[src/sv/lkvc_pkg.sv]
package lkvc_pkg;

    localparam int KEY_W = 32;
    localparam int VAL_W = 32;
    localparam int CAP_W = 5;

    localparam logic [CAP_W-1:0] CAP_RESET = 5'd16;

    localparam logic OP_GET = 1'b0;
    localparam logic OP_PUT = 1'b1;

    // Commands from the controller to the datapath
    typedef struct packed {
        logic load_in;
        logic lookup;
        logic update;
    } t_cmd;

    // Status from the datapath to the controller
    typedef struct packed {
        logic out_free;
    } t_status;

endpackage

[src/sv/lkvc_ctrl.sv]
module lkvc_ctrl
    import lkvc_pkg::*;
(
    input  logic    i_clk,
    input  logic    i_rst_n,
    input  logic    i_in_valid,
    output logic    o_in_ready,
    input  t_status i_status,
    output t_cmd    o_cmd
);

    localparam logic [1:0] ST_IDLE   = 2'd0;
    localparam logic [1:0] ST_LOOKUP = 2'd1;
    localparam logic [1:0] ST_UPDATE = 2'd2;

    logic [1:0] r_state;
    logic [1:0] n_state;
    logic       accept;

    // Take a new transaction when idle or while the previous one retires
    always_comb begin
        o_in_ready = (r_state == ST_IDLE) ||
                     ((r_state == ST_UPDATE) && i_status.out_free);
        accept = i_in_valid && o_in_ready;
        o_cmd.load_in = accept;
        o_cmd.lookup  = (r_state == ST_LOOKUP);
        o_cmd.update  = (r_state == ST_UPDATE) && i_status.out_free;
    end

    // Advance through lookup and update
    always_comb begin
        n_state = r_state;
        unique case (r_state)
            ST_IDLE: begin
                if (accept) n_state = ST_LOOKUP;
            end
            ST_LOOKUP: begin
                n_state = ST_UPDATE;
            end
            ST_UPDATE: begin
                if (i_status.out_free) n_state = accept ? ST_LOOKUP : ST_IDLE;
            end
            default: begin
                n_state = ST_IDLE;
            end
        endcase
    end

    always_ff @(posedge i_clk) begin
        if (!i_rst_n) begin
            r_state <= ST_IDLE;
        end else begin
            r_state <= n_state;
        end
    end

endmodule

[config.mk]
export PLATFORM = sky130hd
export DESIGN_NAME = lkvc_ctrl
export DESIGN_NICKNAME = d
export VERILOG_FILES = /design/src/sv/lkvc_pkg.sv /design/src/sv/lkvc_ctrl.sv
export SDC_FILE = /design/constraint.sdc
export NUM_CORES = 1
export LEC_CHECK = 0
export BUFFER_PORTS_ARGS = -buffer_cell sky130_fd_sc_hd__buf_4
export CORE_AREA = 8 8 45 47
export DETAILED_ROUTE_END_ITERATION = 7
export DIE_AREA = 0 0 53 55
export MAX_ROUTING_LAYER = met4
export SYNTH_ARGS = -nofsm -noshare
export SYNTH_HDL_FRONTEND = slang
export SYNTH_SLANG_ARGS = --single-unit
[constraint.sdc]
create_clock -name i_clk -period 0.8 [get_ports i_clk]
set_input_delay 0.08 -clock i_clk [delete_from_list [all_inputs] [get_ports i_clk]]
set_output_delay 0.08 -clock i_clk [all_outputs]
set_load 0.01 [all_outputs]
======== Word-level counts from Yosys, hierarchy flattened ========
Index checks and enable logic that the tools add are counted.
storage, ports and cells
  register bits after elaboration ......... 2
  latch bits .............................. 0
  memory bits (writable) .................. 0
  memory bits (read-only) ................. 0
  bits of input ports ..................... 4
  output and inout port bits .............. 4
  memories kept ........................... 0
operators by class
  add/sub/neg operators ................... 0
  multiply operators ...................... 0
  divide/modulo/power cells ............... 0
  magnitude comparators ................... 0
  equal/unequal tests ..................... 4
  shift-type cells ........................ 0
  multiplexer cells ....................... 4
  bitwise operators ....................... 0
  reduce and logical (&&, ||, !) cells .... 5
operator list
  kind                                           number
  one-hot mux 2 bit (3 select lines)             1
  2-to-1 mux 2 bit                               2
  != test 2 bit, second input constant           2
  == test 2 x 1 -> 1 bit, second input constant  1
  == test 2 bit, second input constant           1
  logical AND 1 bit                              2
  logical NOT 2 bit                              1
  AND reduction 2 bit                            1
  logical OR 1 bit                               1
  2-to-1 mux 1 bit                               1

======== Logic depth before layout (Yosys ltp) ========
Gate-level depths: netlist of run 1.
  word-level depth ........................ 7
  depth in mapped cells ................... 3

======== Worst setup path after synthesis of run 1 ========
OpenSTA, ideal clock, no wires.
  path type ............................... reg2out
  start point ............................. register r_state[1]
  end point ............................... output port o_cmd[2] in the netlist's numbering
  data arrival time ....................... 0.752 ns
  data required time ...................... 0.720 ns
  setup slack ............................. -0.032 ns
  cell stages (with the launch flop) ...... 4
  path through ............................ dfxtp_1 > nor2b_1 > nor3b_1 > buf_4
between the ends
  word-level cells in the longest chain between the ends .. 4
RTL lines
  what                    RTL line         RTL
  from (decl)             lkvc_ctrl.sv:16  logic [1:0] r_state;
  from (signal assigned)  lkvc_ctrl.sv:53  r_state <= n_state;
  == test 2 bit           lkvc_ctrl.sv:23  ((r_state == ST_UPDATE) && i_status.out_free);
  logical AND 1 bit       lkvc_ctrl.sv:23
  logical OR 1 bit *      lkvc_ctrl.sv:22  o_in_ready = (r_state == ST_IDLE) ||
  logical AND 1 bit *     lkvc_ctrl.sv:24  accept = i_in_valid && o_in_ready;
  to (decl)               lkvc_ctrl.sv:9   output t_cmd o_cmd
Mark *: on every way between the ends. The rest lies on a longest branch, timed or not.

==> results of run 1 <==
[how the worst max path moves through the flow]
| stage | from | end | depth (start not counted) |
|---|---|---|---|
| finish | r_state[1]$_SDFFE_PN0P_ | o_cmd[2] | 3 |
| global route | r_state[1]$_SDFFE_PN0P_ | o_cmd[2] | 3 |
| CTS | r_state[1]$_SDFFE_PN0P_ | o_cmd[2] | 3 |
| detailed placement | r_state[1]$_SDFFE_PN0P_ | o_cmd[2] | 3 |
| global placement | r_state[1]$_SDFFE_PN0P_ | o_cmd[2] | 3 |
| floorplan | r_state[1]$_SDFFE_PN0P_ | o_cmd[2] | 3 |
[timing repair]
action	in CTS	in global routing
setup endpoints to repair	5	6
pin swaps	4	3
resized for setup	4	0
buffers inserted	1	0
[worst max-delay path: stages (launching register included)]
cell and delay (ps):
sky130_fd_sc_hd__dfxtp_2 320, sky130_fd_sc_hd__nor2b_4 130, sky130_fd_sc_hd__nor3b_2 150, sky130_fd_sc_hd__buf_4 140
[per-stage QoR]
stage / power, mW / utilization [%] / setup slack, ps
after detailed placement: 0.1830 / 13.65 / -33.75
after global routing: 0.4343 / 16.46 / -272.8
after global placement: 0.1817 / 13.65 / -25.29
after CTS: 0.4258 / 16.46 / -257.2
final: 0.4085 / 16.46 / -242.2
after floorplan: 0.1544 / - / 7.656
[layout by cell type (no fill, tap or decap)]
master,count
sky130_fd_sc_hd__o21a_1,1
sky130_fd_sc_hd__nor2b_4,1
sky130_fd_sc_hd__nor2_1,2
sky130_fd_sc_hd__and2b_1,1
sky130_fd_sc_hd__nor4bb_2,1
sky130_fd_sc_hd__buf_6,1
sky130_fd_sc_hd__nor3b_2,1
sky130_fd_sc_hd__dfxtp_4,1
sky130_fd_sc_hd__clkbuf_4,3
sky130_fd_sc_hd__nor3b_1,1
sky130_fd_sc_hd__dfxtp_2,1
sky130_fd_sc_hd__buf_4,7
sky130_fd_sc_hd__nand2_1,1
[cell families after synthesis]
family | synth area share, %
buf+inv | 12.63
simple gates | 47.37
flops | 33.69
compound gates | 6.318
[power by group through the flow]
stage	combinational (mW)	clock [mW]	sequential (mW)
2_1_floorplan	0.0406	0	0.114
3_3_place_gp	0.0664	0	0.115
3_5_place_dp	0.0677	0	0.115
4_1_cts	0.0752	0.237	0.114
5_1_grt	0.0787	0.240	0.116
6_report	0.0734	0.221	0.114
[synthesized netlist by cell type]
| master | instances |
|---|---|
| sky130_fd_sc_hd__and2b_1 | 1 |
| sky130_fd_sc_hd__buf_4 | 2 |
| sky130_fd_sc_hd__dfxtp_1 | 2 |
| sky130_fd_sc_hd__nand2_1 | 1 |
| sky130_fd_sc_hd__nor2_1 | 2 |
| sky130_fd_sc_hd__nor2b_1 | 1 |
| sky130_fd_sc_hd__nor3b_1 | 2 |
| sky130_fd_sc_hd__nor4bb_2 | 1 |
| sky130_fd_sc_hd__o21a_1 | 1 |
[routing by layer]
metal / routed length, um / up-vias / track usage, %
met5: 0 / - / -
met4: 34 / 0 / 7.759
met3: 29 / 2 / 2.406
met2: 168 / 6 / 3.516
met1: 95 / 59 / 1.515
li1: - / 62 / -
[area by class of cell]
type,count,area [um^2]
clock buffer,3,22.52
multi-input combinational,9,76.32
timing repair buffer,8,63.81
tap,16,20.02
fill,156,1156
sequential,2,45.04
==> results.md, run 1 <==
- Slack of the worst reg-to-reg path: -120 ps
- Final slew viol count: 0
- Via count of the first global-routing pass: 131
- Gr ovfl total: 0
- Synthesis warning total: 0
- Dominant cells by area after synthesis: sky130_fd_sc_hd__dfxtp_1 34%, sky130_fd_sc_hd__nor4bb_2 14%, sky130_fd_sc_hd__buf_4 13%
- Critical path type: reg -> out
- Total vias in the final route: 129
- Failing checks: setup timing
- Mean Syn Cell Area: 9.143 um^2
- Largest reg by FF count: r_state
- Worst Hold Depth: 2
- Number of buffers inserted during clock tree synthesis: 3
- Placed Instances: 34
- Depth of the worst register-to-register path: 3
- Deepest level of the CTS H-tree: 1
- Setup repair after global routing missed its margin: true
- Switching part of the total power: 22.00%
- Cell leakage power: 0.09948 nW
- Sum of routed wire length over all layers: 327 um
- Final worst path period share: 130.3%
- Total die area: 2915 um^2
- Kind of capture point of the worst setup path: primary output
- Reg2reg end: r_state[1]$_SDFFE_PN0P_
- Overall die height: 55 um
- Routed Antenna Nets: 0
- Setup Total Neg Slack: -822.8 ps
- GRT Overall Usage: 3.093%
- Sinks on Clock Net: 2
- Largest fanout on the critical path: 4
- Reg power frac: 27.9%
- Critical Path RT: 720 ps
- Fraction of the yosys area taken by sequential cells: 33.68%
- Layout-stage area growth over the synthesis result: 91.58%
- Number of DRC markers in iteration 0: 1
- Worst-Margin Slew: 183.0 ps
- Maximum number of pins on one net before global-route repair: 7
- Cell row count: 14
- WHS: 69.12 ps
- Worst endpoint data arrival time: 960 ps
- Share of final-layout standard cells stronger than drive strength 1: 72.73%
- Worst Clk Skew: 1.155 ps
- Number of antenna violations at the first check in global routing: 0
- Antenna diode instance count: 0
- Clock network power share: 54.1%
- Final number of setup-violating endpoints: 5
- Internal cell power: 318.6 uW
- Final Wtd Congestion: 0.5717
- Largest registers in the final layout: r_state x2
- Number of cells in the finished layout apart from fillers: 38
- WL/cell: 8.605 um
- Reg-to-Reg Start: r_state[1]$_SDFFE_PN0P_
- Initial Utilization: 8.590%
- Core ar.: 1384 um^2
- Nets: 28
- Outcome: complete, but fails checks
- Combinational group share of total power: 18.0%
- Clock tree from TritonCTS: done
- DRC viols: 0
- Flip-flop count of the largest register, all copies and words added: 2
- Latest clock arrival within the worst-skew pair: 220 ps
- 1st-pass router iterations: 3
- Hold Fails Final Rpt: 0
- Final Critical Period: 1042 ps
- Startpoint of the tightest hold check path: i_rst_n
- Die Wd: 53 um
- Cell Pwr Density: 1794 nW/um^2
- Clock-pin slew on the worst setup and hold paths: 30 ps
- Max Fclk: 959.5 MHz
- Dpl cell area: 188.9 um^2
- Final Cell Area: 227.7 um^2
- Largest vdd supply drop: 0.4115 mV
- Fraction of post-synthesis cell area in the top cell type by area: 33.68%
- Syn nets: 17
- Worst Setup Start Kind: register
- End of the worst hold path: r_state[1]$_SDFFE_PN0P_
- Number of distinct library cells after synthesis: 9
- Cells after Synth: 13
- Hold buffer count at CTS: 0
- Summed instance area of the synthesized netlist: 118.9 um^2
- Setup slack after layout: -242.2 ps
- Switching power total: 89.86 uW
- IO Count: 8
- Seq cells post-synth: 2
- Worst min-delay path class: in -> reg
- Max-cap violation count: 0
- Worst slew margin relative to its limit: 87.62%
- Buffer type at the clock tree root: sky130_fd_sc_hd__clkbuf_4
- Maximum buffer depth of the clock tree: 2
- Via/cell ratio: 3.395
- Leading area contributor after synthesis: sky130_fd_sc_hd__dfxtp_1
- Number of buffers inserted by port buffering: 7
- Global-route wire length before repair: 483 um
(Power assumes the default switching activity.)
==> run 2, diff against run 1 <==
Settings changed: CORE_AREA 8 8 45 47 to 4 4 41 43, DIE_AREA 0 0 53 55 to 0 0 45 47.
==> results.md, run 2 (synthesized netlist as in run 1, its figures left out) <==
- Routed Antenna Nets: 0 (unchanged)
- Final Wtd Congestion: 0.5586 (was 0.5717)
- Buffer type at the clock tree root: sky130_fd_sc_hd__clkbuf_4 (unchanged)
- Failing checks: setup timing (unchanged)
- Most used cells in the layout excluding fill and tap cells: 7 x sky130_fd_sc_hd__buf_4, 3 x sky130_fd_sc_hd__clkbuf_4, 2 x sky130_fd_sc_hd__nor2_1 (unchanged)
- Clock tree from TritonCTS: done (unchanged)
- Number of cells in the finished layout apart from fillers: 37 (was 38)
- Worst Setup Start Kind: register (unchanged)
- Met1 layer usage reported by global route: 5.643% (was 1.515%)
- Max Fclk: 970.0 MHz (was 959.5 MHz)
- Total vias in the final route: 118 (was 129)
- WHS: 78.48 ps (was 69.12 ps)
- Cell row count: 13 (was 14)
- HPWL after detailed placement: 223.6 um
- Deepest level of the CTS H-tree: 1 (unchanged)
- Largest fanout on the critical path: 4 (unchanged)
- Share of final-layout standard cells stronger than drive strength 1: 72.73% (unchanged)
- Post-placement setup slack: -37.71 ps (was -33.75 ps)
- Via count of the first global-routing pass: 131 (unchanged)
- Total die area: 2115 um^2 (was 2915 um^2)
- Layout-stage area growth over the synthesis result: 90.53% (was 91.58%)
- Final Critical Period: 1031 ps (was 1042 ps)
- Worst min-delay path class: in -> reg (unchanged)
- Placed Instances: 33 (was 34)
- WL/cell: 8.622 um (was 8.605 um)
- Setup slack after layout: -231.0 ps (was -242.2 ps)
- Most heavily used metal layer in global routing: met4 (unchanged)
- Latest clock arrival within the worst-skew pair: 230 ps (was 220 ps)
- Setup repair after global routing missed its margin: true (unchanged)
- Cell leakage power: 0.09812 nW (was 0.09948 nW)
- Largest vdd supply drop: 0.3715 mV (was 0.4115 mV)
- Antenna diode instance count: 0 (unchanged)
- Nets: 28 (unchanged)
- Post-layout util: 17.40% (was 16.46%)
- Gr ovfl total: 0 (unchanged)
- Largest reg by FF count: r_state (unchanged)
- Flip-flop count of the largest register, all copies and words added: 2 (unchanged)
- Met3 track utilization from global routing: 3.448% (was 2.406%)
- Global-route wire length before repair: 579 um (was 483 um)
- GRT Overall Usage: 5.045% (was 3.093%)
- Overall die height: 47 um (was 55 um)
- Number of buffers inserted during clock tree synthesis: 3 (unchanged)
- Total chip power: 415.1 uW (was 408.5 uW)
- Worst endpoint data arrival time: 950 ps (was 960 ps)
- Sinks on Clock Net: 2 (unchanged)
- Cell Pwr Density: 1833 nW/um^2 (was 1794 nW/um^2)
- Final number of setup-violating endpoints: 5 (unchanged)
- Clock-pin slew on the worst setup and hold paths: 30 ps (about the same)
- Critical Path RT: 720 ps (about the same)
- Hold buffer count at CTS: 0 (unchanged)
- 1st-pass router iterations: 4 (was 3)
- Core ar.: 1301 um^2 (was 1384 um^2)
- Die Wd: 45 um (was 53 um)
- DRC viols: 0 (unchanged)
- Via/cell ratio: 3.189 (was 3.395)
- Critical path type: reg -> out (unchanged)
- Largest registers in the final layout: r_state x2 (unchanged)
- Maximum number of pins on one net before global-route repair: 7 (unchanged)
- Worst slew margin relative to its limit: 87.35% (was 87.62%)
- Max-cap violation count: 0 (unchanged)
- Worst Clk Skew: 6.628 ps (was 1.155 ps)
- Final slew viol count: 0 (unchanged)
- Maximum buffer depth of the clock tree: 2 (unchanged)
- Final worst path period share: 128.9% (was 130.3%)
- Number of buffers inserted by port buffering: 7 (unchanged)
- Kind of capture point of the worst setup path: primary output (unchanged)
- Worst-Margin Slew: 187.1 ps (was 183.0 ps)
- Number of fill cells: 152 (was 156)
- M2 GR Usage: 3.672% (was 3.516%)
- IO Count: 8 (unchanged)
- Initial Utilization: 9.135% (was 8.590%)
- Sum of routed wire length over all layers: 319 um (was 327 um)
- Number of antenna violations at the first check in global routing: 0 (unchanged)
- Slack of the worst reg-to-reg path: -130 ps (was -120 ps)
- Outcome: complete, but fails checks (unchanged)
- Hold Fails Final Rpt: 0 (unchanged)
- Most common library cell in the layout ignoring fill and taps: sky130_fd_sc_hd__buf_4 (unchanged)
- Number of DRC markers in iteration 0: 5 (was 1)
==> run 2: cell counts in the layout (fill, tap and decap cells not counted) <==
Identical to the previous run, type by type.
==> run 2: report_power, final <==
part           total, mW  switching [mW]  leakage (nW)  internal [mW]
clock network      0.228          0.0616        0.0138          0.166
registers          0.114         0.00809        0.0175          0.106
logic             0.0734          0.0259        0.0668         0.0475
==> run 2: worst max-delay path: stages (launching register included) <==
cell and delay [ps]:
sky130_fd_sc_hd__dfxtp_2 320, sky130_fd_sc_hd__nor2b_4 130, sky130_fd_sc_hd__nor3b_2 140, sky130_fd_sc_hd__buf_4 140
==> run 2: cell type report <==
cell class                      count  area, um^2  share of cell area (%)
Clock buffer                        3       22.52                   9.945
Tap cell                           15       18.77                   8.287
Multi-Input combinational cell      9       76.32                   33.70
Sequential cell                     2       45.04                   19.89
Timing Repair Buffer                8       63.81                   28.18
==> run 2: what timing repair did <==
| item | CTS | global route |
|---|---|---|
| pin swaps | 4 | 0 |
| setup buffers | 1 | 0 |
| gates resized for setup | 4 | 0 |
| setup endpoints to repair | 5 | 6 |
==> run 2: layer usage <==
metal / part of all wire (%) / wire (um)
met3: 12 / 37
met4: 6.9 / 22
met5: 0 / 0
met2: 24 / 78
met1: 57 / 181
==> run 2: through the flow <==
| stage | TNS [ps] | area [um^2] |
|---|---|---|
| 2_1_floorplan | 0 | 131.4 |
| 3_3_place_gp | -51.96 | 187.7 |
| 6_report | -832.6 | 226.5 |
| 4_1_cts | -886.7 | 226.5 |
| 3_5_place_dp | -74.14 | 187.7 |
| 5_1_grt | -1127 | 226.5 |
==> run 2: worst paths after layout <==
| path | start | endpoint | cells past startpoint |
|---|---|---|---|
| worst max-delay path | r_state[1]$_SDFFE_PN0P_ | o_cmd[2] | 3 |
| worst min-delay path | i_rst_n | r_state[1]$_SDFFE_PN0P_ | 2 |
| worst max register to register | r_state[0]$_SDFFE_PN0P_ | r_state[1]$_SDFFE_PN0P_ | 3 |
| worst min register to register | r_state[0]$_SDFFE_PN0P_ | r_state[0]$_SDFFE_PN0P_ | 1 |
